==> src/bf16rd_pkg.sv <==
// Package for the BF16 row dot product block: shared types, constants and
// the IEEE single adder function. Depends on nothing else.
package bf16rd_pkg;

   localparam int BLOCK_LANES = 16;
   localparam int LANE_W      = 4;
   localparam int RSP_DEPTH   = 8;
   localparam int RSP_PTR_W   = 3;
   localparam int CSR_ADDR_W  = 4;
   localparam logic [31:0] CANON_NAN = 32'h7FC0_0000;

   typedef enum logic [1:0] {
      REG_COLUMN_COUNT = 2'd0,
      REG_FIRST_ROW    = 2'd1,
      REG_END_ROW      = 2'd2,
      REG_UNUSED       = 2'd3
   } bf16rd_reg_type;

   typedef enum logic [1:0] {
      SPEC_NONE = 2'd0,
      SPEC_NAN  = 2'd1,
      SPEC_INF  = 2'd2,
      SPEC_ZERO = 2'd3
   } bf16rd_spec_type;

   typedef enum logic [2:0] {
      RED_IDLE   = 3'd0,
      RED_PAIRS  = 3'd1,
      RED_LANES  = 3'd2,
      RED_HALVES = 3'd3,
      RED_FINAL  = 3'd4
   } bf16rd_red_type;

   typedef struct packed {
      logic              full_col;
      logic [LANE_W-1:0] lane;
      logic              last_full;
      logic              emit;
      logic [15:0]       row;
      logic              done;
   } bf16rd_side_type;

   typedef struct packed {
      logic [31:0] row_sum_f32;
      logic [15:0] row_index;
      logic        range_done;
   } bf16rd_result_type;

   function automatic logic is_nan(input logic [31:0] v);
      return (v[30:23] == 8'hFF) && (v[22:0] != 23'd0);
   endfunction

   function automatic logic [31:0] fp_add(input logic [31:0] a, input logic [31:0] b);
      logic [31:0] x;
      logic [31:0] y;
      logic [7:0]  ex;
      logic [7:0]  ey;
      logic [23:0] mx;
      logic [23:0] my;
      logic [8:0]  d;
      logic [26:0] gy;
      logic [26:0] sy;
      logic [27:0] s;
      logic [9:0]  e;
      logic [9:0]  lz;
      logic [9:0]  sh;
      logic [26:0] n;
      logic [24:0] m;
      logic        inc;
      if (is_nan(a) || is_nan(b)) return CANON_NAN;
      if ((a[30:23] == 8'hFF) && (b[30:23] == 8'hFF)) begin
         return (a[31] != b[31]) ? CANON_NAN : a;
      end
      if (a[30:23] == 8'hFF) return a;
      if (b[30:23] == 8'hFF) return b;
      if (a[30:0] >= b[30:0]) begin
         x = a;
         y = b;
      end else begin
         x = b;
         y = a;
      end
      ex = (x[30:23] == 8'd0) ? 8'd1 : x[30:23];
      ey = (y[30:23] == 8'd0) ? 8'd1 : y[30:23];
      mx = {(x[30:23] != 8'd0), x[22:0]};
      my = {(y[30:23] != 8'd0), y[22:0]};
      d  = {1'b0, ex} - {1'b0, ey};
      gy = {my, 3'b000};
      if (d >= 9'd27) begin
         sy    = 27'd0;
         sy[0] = |gy;
      end else begin
         sy    = gy >> d;
         sy[0] = sy[0] | (|(gy & ~({27{1'b1}} << d)));
      end
      if (x[31] == y[31]) begin
         s = {1'b0, mx, 3'b000} + {1'b0, sy};
      end else begin
         s = {1'b0, mx, 3'b000} - {1'b0, sy};
      end
      if (s == 28'd0) return {x[31] & y[31], 31'd0};
      e = {2'b00, ex};
      if (s[27]) begin
         n    = s[27:1];
         n[0] = s[1] | s[0];
         e    = e + 10'd1;
      end else begin
         lz = 10'd0;
         for (int i = 0; i < 27; i++) begin
            if (s[i]) lz = 10'(26 - i);
         end
         sh = (lz < (e - 10'd1)) ? lz : (e - 10'd1);
         n  = s[26:0] << sh;
         e  = e - sh;
      end
      inc = n[2] & (n[1] | n[0] | n[3]);
      m   = {1'b0, n[26:3]} + {24'd0, inc};
      if (m[24]) begin
         m = m >> 1;
         e = e + 10'd1;
      end
      if (e >= 10'd255) return {x[31], 8'hFF, 23'd0};
      return {x[31], (m[23] ? e[7:0] : 8'h00), m[22:0]};
   endfunction

endpackage

==> src/bf16rd_mul.sv <==
// Two-stage IEEE single multiplier with round to nearest even, carrying a
// sideband struct alongside. Depends on bf16rd_pkg.
module bf16rd_mul
   import bf16rd_pkg::*;
(
   input  logic            clock,
   input  logic            reset,
   input  logic            in_valid,
   input  logic [31:0]     a_f32,
   input  logic [31:0]     b_f32,
   input  bf16rd_side_type side_in,
   output logic            out_valid,
   output logic [31:0]     prod_f32,
   output bf16rd_side_type side_out
);

   logic            m1_valid_ff;
   logic [47:0]     m1_prod_ff;
   logic [47:0]     m1_prod_in;
   logic [9:0]      m1_exp_ff;
   logic [9:0]      m1_exp_in;
   logic            m1_sign_ff;
   bf16rd_spec_type m1_spec_ff;
   bf16rd_spec_type m1_spec_in;
   bf16rd_side_type m1_side_ff;

   logic            p_valid_ff;
   logic [31:0]     p_prod_ff;
   logic [31:0]     p_prod_in;
   bf16rd_side_type p_side_ff;

   always_comb begin
      logic [7:0]  ea;
      logic [7:0]  eb;
      logic [23:0] ma;
      logic [23:0] mb;
      logic        a_inf;
      logic        b_inf;
      logic        a_zero;
      logic        b_zero;
      ea     = (a_f32[30:23] == 8'd0) ? 8'd1 : a_f32[30:23];
      eb     = (b_f32[30:23] == 8'd0) ? 8'd1 : b_f32[30:23];
      ma     = {(a_f32[30:23] != 8'd0), a_f32[22:0]};
      mb     = {(b_f32[30:23] != 8'd0), b_f32[22:0]};
      a_inf  = (a_f32[30:23] == 8'hFF) && (a_f32[22:0] == 23'd0);
      b_inf  = (b_f32[30:23] == 8'hFF) && (b_f32[22:0] == 23'd0);
      a_zero = (a_f32[30:0] == 31'd0);
      b_zero = (b_f32[30:0] == 31'd0);
      if (is_nan(a_f32) || is_nan(b_f32) || (a_inf && b_zero) || (b_inf && a_zero)) begin
         m1_spec_in = SPEC_NAN;
      end else if (a_inf || b_inf) begin
         m1_spec_in = SPEC_INF;
      end else if (a_zero || b_zero) begin
         m1_spec_in = SPEC_ZERO;
      end else begin
         m1_spec_in = SPEC_NONE;
      end
      m1_prod_in = {24'd0, ma} * {24'd0, mb};
      m1_exp_in  = {2'b00, ea} + {2'b00, eb} - 10'd127;
   end

   always_ff @(posedge clock) begin
      if (reset) begin
         m1_valid_ff <= 1'b0;
      end else begin
         m1_valid_ff <= in_valid;
      end
      m1_prod_ff <= m1_prod_in;
      m1_exp_ff  <= m1_exp_in;
      m1_sign_ff <= a_f32[31] ^ b_f32[31];
      m1_spec_ff <= m1_spec_in;
      m1_side_ff <= side_in;
   end

   always_comb begin
      logic [5:0]        lz;
      logic signed [9:0] e;
      logic [9:0]        rsh;
      logic [47:0]       n;
      logic              sticky;
      logic              inc;
      logic [24:0]       m;
      lz = 6'd0;
      for (int i = 0; i < 48; i++) begin
         if (m1_prod_ff[i]) lz = 6'(47 - i);
      end
      sticky = 1'b0;
      rsh    = 10'd0;
      if (!m1_exp_ff[9] && ({4'd0, lz} <= m1_exp_ff)) begin
         n = m1_prod_ff << lz;
         e = $signed(m1_exp_ff) + 10'sd1 - $signed({4'd0, lz});
      end else if (!m1_exp_ff[9]) begin
         n = m1_prod_ff << m1_exp_ff[5:0];
         e = 10'sd1;
      end else begin
         rsh = 10'd0 - m1_exp_ff;
         e   = 10'sd1;
         if (rsh >= 10'd48) begin
            n      = 48'd0;
            sticky = |m1_prod_ff;
         end else begin
            n      = m1_prod_ff >> rsh;
            sticky = |(m1_prod_ff & ~({48{1'b1}} << rsh));
         end
      end
      inc = n[23] & ((|n[22:0]) | sticky | n[24]);
      m   = {1'b0, n[47:24]} + {24'd0, inc};
      if (m[24]) begin
         m = m >> 1;
         e = e + 10'sd1;
      end
      case (m1_spec_ff)
         SPEC_NAN:  p_prod_in = CANON_NAN;
         SPEC_INF:  p_prod_in = {m1_sign_ff, 8'hFF, 23'd0};
         SPEC_ZERO: p_prod_in = {m1_sign_ff, 31'd0};
         default: begin
            if (e >= 10'sd255) begin
               p_prod_in = {m1_sign_ff, 8'hFF, 23'd0};
            end else begin
               p_prod_in = {m1_sign_ff, (m[23] ? e[7:0] : 8'h00), m[22:0]};
            end
         end
      endcase
   end

   always_ff @(posedge clock) begin
      if (reset) begin
         p_valid_ff <= 1'b0;
      end else begin
         p_valid_ff <= m1_valid_ff;
      end
      p_prod_ff <= p_prod_in;
      p_side_ff <= m1_side_ff;
   end

   assign out_valid = p_valid_ff;
   assign prod_f32  = p_prod_ff;
   assign side_out  = p_side_ff;

endmodule

==> config.mk <==
export PLATFORM = sky130hd
export DESIGN_NAME = bf16rd_mul
export DESIGN_NICKNAME = d
export VERILOG_FILES = /design/src/bf16rd_pkg.sv /design/src/bf16rd_mul.sv
export SDC_FILE = /design/constraint.sdc
export NUM_CORES = 2
export LEC_CHECK = 0
export BUFFER_PORTS_ARGS = -buffer_cell sky130_fd_sc_hd__buf_2
export CAP_MARGIN = 20
export CORE_ASPECT_RATIO = 0.7
export CORE_MARGIN = 1
export CORE_UTILIZATION = 45
export CTS_BUF_LIST = sky130_fd_sc_hd__clkbuf_16
export DETAILED_ROUTE_END_ITERATION = 16
export MAX_ROUTING_LAYER = met4
export PLACE_DENSITY = 0.6
export SLEW_MARGIN = 30
export SYNTH_ARGS = -nofsm -noshare
export SYNTH_HDL_FRONTEND = slang
export SYNTH_SLANG_ARGS = --single-unit
export TNS_END_PERCENT = 10
==> constraint.sdc <==
create_clock -name clock -period 8.5 [get_ports clock]
set_clock_uncertainty 0.15 [all_clocks]
set_input_delay 1.275 -clock clock [delete_from_list [all_inputs] [get_ports clock]]
set_output_delay 1.275 -clock clock [all_outputs]
set_load 0.01 [all_outputs]
; ---- Yosys cells after proc, flatten, opt, wreduce, memory -nomap -nowiden
; Cells that the tools add are included.
[totals]
inputBits = 91
word_cells = 135
output_inout_bits = 57
regBits = 143
[op_classes]
add_sub_neg = 7
multipliers = 1
reduce_logical = 26
magnitude_cmp = 3
eq_ne = 5
mux = 64
bitwise_logic = 6
shifts = 4
[op_table]
columns = operator, count
row1 = $mux 6, 48
row2 = $mux 48, 3
row3 = $pmux 32 s3, 1
row4 = $reduce_or 48->1, 2
row5 = $shl 48x6->48, 2
row6 = $logic_not 31->1, 2
row7 = $and 48x48->48, 1
row8 = $mul 24x24->48, 1
row9 = $not 48->48, 1
row10 = $shl 48x10->48 const A, 1
row11 = $shr 48x10->48, 1
row12 = $logic_not 23->1, 2
row13 = $reduce_bool 23->1, 2
row14 = $mux 31, 1
row15 = $add 24x1->25, 1
row16 = $mux 24, 1
row17 = $mux 8, 3
row18 = $reduce_or 23->1, 1
row19 = $add 10x2->10 const B, 2
row20 = $mux 10, 2
row21 = $eq 8x8->1 const B, 2
row22 = $logic_not 8->1, 2
row23 = $reduce_bool 8->1, 2
row24 = $ge 10x6->1 const B, 1
row25 = other kinds (16), 31

; ---- Longest topological paths before layout
[logic_depth]
ltp_word = 60
depth_mapped = 34
depth_no_buf = 31

; ---- Worst setup path before layout
; Ideal clock, no wire load.
[synth_path]
kind = input to register
startpoint = in a_f32[25]
endpoint = reg m1_prod_ff[46]
cell_stages = 28
setup_time_ps = 72
arrival_ps = 8492
n_path_buf = 1
t_required_ps = 8278
slack_ps = -214
cell_sequence = nor4_1 -> nand2_1 -> clkbuf_1 -> and2_1 -> fa_1 -> fa_1 -> fa_1 -> inv_1 -> fa_1 -> fa_1 -> fa_1 -> inv_1 -> fa_1 -> ha_1 -> o21ai_0 -> nand2b_1 -> and2_1 -> o21a_1 -> and3_1 -> and3_1 -> a211oi_1 -> o31ai_1 -> a21boi_0 -> nor3_1 -> a211oi_1 -> o21bai_1 -> a21oi_1 -> xnor2_1
[synth_between]
elab_chain_cells = 2
[synth_rtl]
columns = item, line_no
row1 = from (decl), bf16rd_mul.sv:9  ; input logic [31:0] a_f32,
row2 = $reduce_bool 8->1, bf16rd_mul.sv:43  ; ma = {(a_f32[30:23] != 8'd0), a_f32[22:0]};
row3 = $mul 24x24->48, bf16rd_mul.sv:58  ; m1_prod_in = {24'd0, ma} * {24'd0, mb};
row4 = via m1_prod_in[46], bf16rd_mul.sv:19  ; logic [47:0] m1_prod_in;
row5 = to (signal assigned), bf16rd_mul.sv:68  ; m1_prod_ff <= m1_prod_in;
row6 = to (decl), bf16rd_mul.sv:18  ; logic [47:0] m1_prod_ff;
; The timed path passes the listed nets, and every way through them passes these cells.
; A chain may end at the register's enable or synchronous reset.

; ---- Worst setup path after layout
[layout_path]
startpoint = in a_f32[28]
endpoint = reg m1_prod_ff[46]
; Same word-level chain as after synthesis.

==> summary.md <==
| Metric | Value |
|---|---|
| Placed cell areas | `0.0386 sq mm` |
| Remaining max-slew budget at the tightest pin | `0.281` |
| Primary FF master, synth | `sky130_fd_sc_hd__dfxtp_1` |
| Sequential fraction of the synthesis area | `0.0812` |
| Maximum number of pins on one net before global-route repair | `94` |
| Final Hold Violating Endpoints | `0` |
| # hold bufs at CTS | `0` |
| Height of the chip | `236 um` |
| Most repeated library cell on the critical path | `sky130_fd_sc_hd__fa_1` |
| Setup violators final | `0` |
| Via density | `6.11` |
| Startpoint type of the worst setup path | `input pin` |
| Most repeated cell in the gate-level netlist after synthesis | `sky130_fd_sc_hd__nand2_1` |
| Arr. time, crit path | `8300 ps` |
| Min Tclk post-route | `8060 ps` |
| Proportion of layout cells with a drive suffix above 1 | `0.153` |
| Antenna violations before repair | `8` |
| Library cell with the largest summed area after synthesis | `sky130_fd_sc_hd__fa_1` |
| Area of the die | `0.0795 sq mm` |
| Total number of vias | `34206` |
| Core Rows | `85` |
| GRT Residual Overflow | `0` |
| Worst endpoint required time | `8740 ps` |
| Post-Syn Area per Cell | `8.07 sq um` |
| Critical path fanouts, max | `7` |
| FF-to-FF path depth | `22` |
| Number of enable-type register cells in the synthesized netlist | `0` |
| Top post-synthesis cells by area | `sky130_fd_sc_hd__fa_1 (27%), sky130_fd_sc_hd__dfxtp_1 (8.1%), sky130_fd_sc_hd__ha_1 (7.8%)` |
| Biggest cell delay along the critical path | `570 ps` |
| Post-Syn Instances | `4366` |
| Detailed Place HPWL | `116000 um` |
| Crit Path Class | `input pin to register` |
| Final Util | `0.509` |
| Status | `finished, final reports clean` |
| Final Instance Area | `0.0393 sq mm` |
| CTS max path bufs | `2` |
| Clock tree from TritonCTS | `yes` |
| Global-route wire length before repair | `216000 um` |
| Vias in the first global route | `33628` |
| Remaining number of nets flagged by the antenna check after routing | `0` |
| Growth of design area from synthesis to finish | `11.5%` |
| Detailed-router iteration count before antenna repair | `9` |
| CTS Root Cell | `sky130_fd_sc_hd__clkbuf_16` |
| Net count of the mapped netlist | `5161` |
| Maxcap violations | `0` |
| Actual slew at the worst max-slew pin | `1080 ps` |
| Area used by sequential logic in the layout | `0.00287 sq mm` |
| Clock transition at path regs | `80 ps` |
| Final max-slew violation count | `0` |
| Width of the die | `336 um` |
| Initial standard-cell utilization of the core | `0.456` |
| DP Cell Count | `5558` |
| GPL Wtd Cong | `1.11` |
| Cell depth of the worst hold path | `0` |
| Endpoint kind of the worst setup timing path | `register` |
| Yosys cell types | `114` |
| Post-Layout Cell Count | `5598` |
| Average detailed-routed wire length per instance | `25.3 um` |
| Fraction of post-synthesis cell area in the top cell type by area | `0.275` |
| Ports placed on the boundary | `148` |
| Setup repair after global routing missed its margin | `false` |
| Clock sink count | `143` |
| Number of DRC violations after detailed routing | `0` |
| Core Region | `0.0772 sq mm` |
| Tcrit/Tclk final | `0.948` |
| Top cells by instance count after synthesis | `sky130_fd_sc_hd__nand2_1 (676), sky130_fd_sc_hd__inv_1 (562), sky130_fd_sc_hd__fa_1 (484)` |
| Port Buffers | `147` |
| Clk Latency, worst-skew pair | `470 ps` |
| Net count, final | `5330` |
| Overall global routing resource usage | `0.372` |
| Number of inserted filler cells in the final layout | `7664` |
| Total routed wirelength | `142000 um` |
| Slowest cell on crit path | `sky130_fd_sc_hd__fa_1` |
| Fraction of registers with async set/reset | `0` |
| Footprint of the multi-input gates | `0.0290 sq mm` |
| Htree depth | `4` |
| Post-synth design cell area | `0.0352 sq mm` |
| Max Clock Freq | `0.124 GHz` |
| Inserted Clock Buffers | `17` |
| Yosys warnings | `0` |
| Type of the most critical hold path | `register to register` |
| Iter 0 DRT Violations | `4513` |
| FF+latch count, synth | `143` |
sequential cells by signal (all words and copies together) (netlist names):
register and flops:
m1_prod_ff 48, prod_f32 32, m1_side_ff 24, side_out 24, m1_exp_ff 10, m1_spec_ff 2
m1_sign_ff 1, m1_valid_ff 1, out_valid 1
metal layers:
layer / part of all wire / track usage / up-vias
met5: 0 / - / -
met4: 0.021 / 0.0809 / 0
met3: 0.14 / 0.118 / 233
met2: 0.38 / 0.482 / 2074
met1: 0.46 / 0.553 / 16921
li1: - / - / 14978
repair_timing:
item                       CTS  global route
pin swaps                    1            16
setup endpoints to repair    2             5
resized for setup            1            18
hold endpoints to repair     0             0
setup buffers                0             2
final cells by class:
| type | instances | area share |
|---|---|---|
| Sequential cell | 143 | 0.0731 |
| Multi-Input combinational cell | 3331 | 0.739 |
| Clock inverter | 15 | 0.00395 |
| Tap cell | 1044 | 0.0333 |
| Clock buffer | 17 | 0.0108 |
| Timing Repair Buffer | 472 | 0.0851 |
| Inverter | 570 | 0.0545 |
| Antenna cell | 6 | 0.000382 |
metrics by stage:
| step | setup WS, ps | hold WS, ps | TNS [ps] |
|---|---|---|---|
| floorplan | -9.12 | 160 | -9.12 |
| global placement | -424 | 160 | -1410 |
| detailed placement | -602 | 163 | -2350 |
| CTS | 4.71 | 170 | 0 |
| global route | 35.1 | 172 | 0 |
| finish | 443 | 167 | 0 |
worst max-delay path: cells and delay by family:
kind	cells	cell delay, ps
adder cells (fa/ha/maj)	8	3620
AO/OA/AOI/OAI	8	1230
AND/OR/NAND/NOR	8	1310
XOR/XNOR	1	140
buffers and inverters	6	710
worst paths after layout:
check / from / to / slack [ps]
worst min register to register: m1_side_ff[12] / side_out[12] / 170
worst min-delay path: m1_side_ff[12] / side_out[12] / 170
worst max register to register: m1_prod_ff[30] / prod_f32[3] / 730
worst max-delay path: a_f32[28] / m1_prod_ff[46] / 440
cell families (layout without fill, tap and decap cells):
group | count (synthesis) | count (layout) | synth area share
flops | 143 | 143 | 0.0812
compound gates | 840 | 840 | 0.162
simple gates | 1494 | 1494 | 0.202
fa+ha+maj | 705 | 705 | 0.353
mux | 203 | 203 | 0.0787
buf+inv | 892 | 1074 | 0.101
xor+xnor | 89 | 89 | 0.0221
other cells | 0 | 6 | 0
cells in the final DEF (no fill, tap or decap), drive strengths merged, types with 20 or more instances in the layout:
cell | synthesis | routed
mux4 | 56 | 56
a21o | 28 | 28
inv | 568 | 576
ha | 220 | 220
xnor2 | 65 | 65
buf | 96 | 472
xor2 | 24 | 24
o21ai | 178 | 178
a211oi | 44 | 44
nor3 | 63 | 63
nand4 | 37 | 37
nor4 | 44 | 44
mux2 | 32 | 32
nand2 | 679 | 679
mux2i | 115 | 115
o211ai | 59 | 59
and3 | 20 | 20
fa | 484 | 484
o22ai | 37 | 37
dfxtp | 143 | 143
and2 | 231 | 231
a21oi | 185 | 185
nand3 | 92 | 92
nor2 | 224 | 224
nor2b | 20 | 20
a31oi | 50 | 50
Power is not shown: default switching activity piles up to over one toggle a cycle in this logic, so the estimate is an artifact.
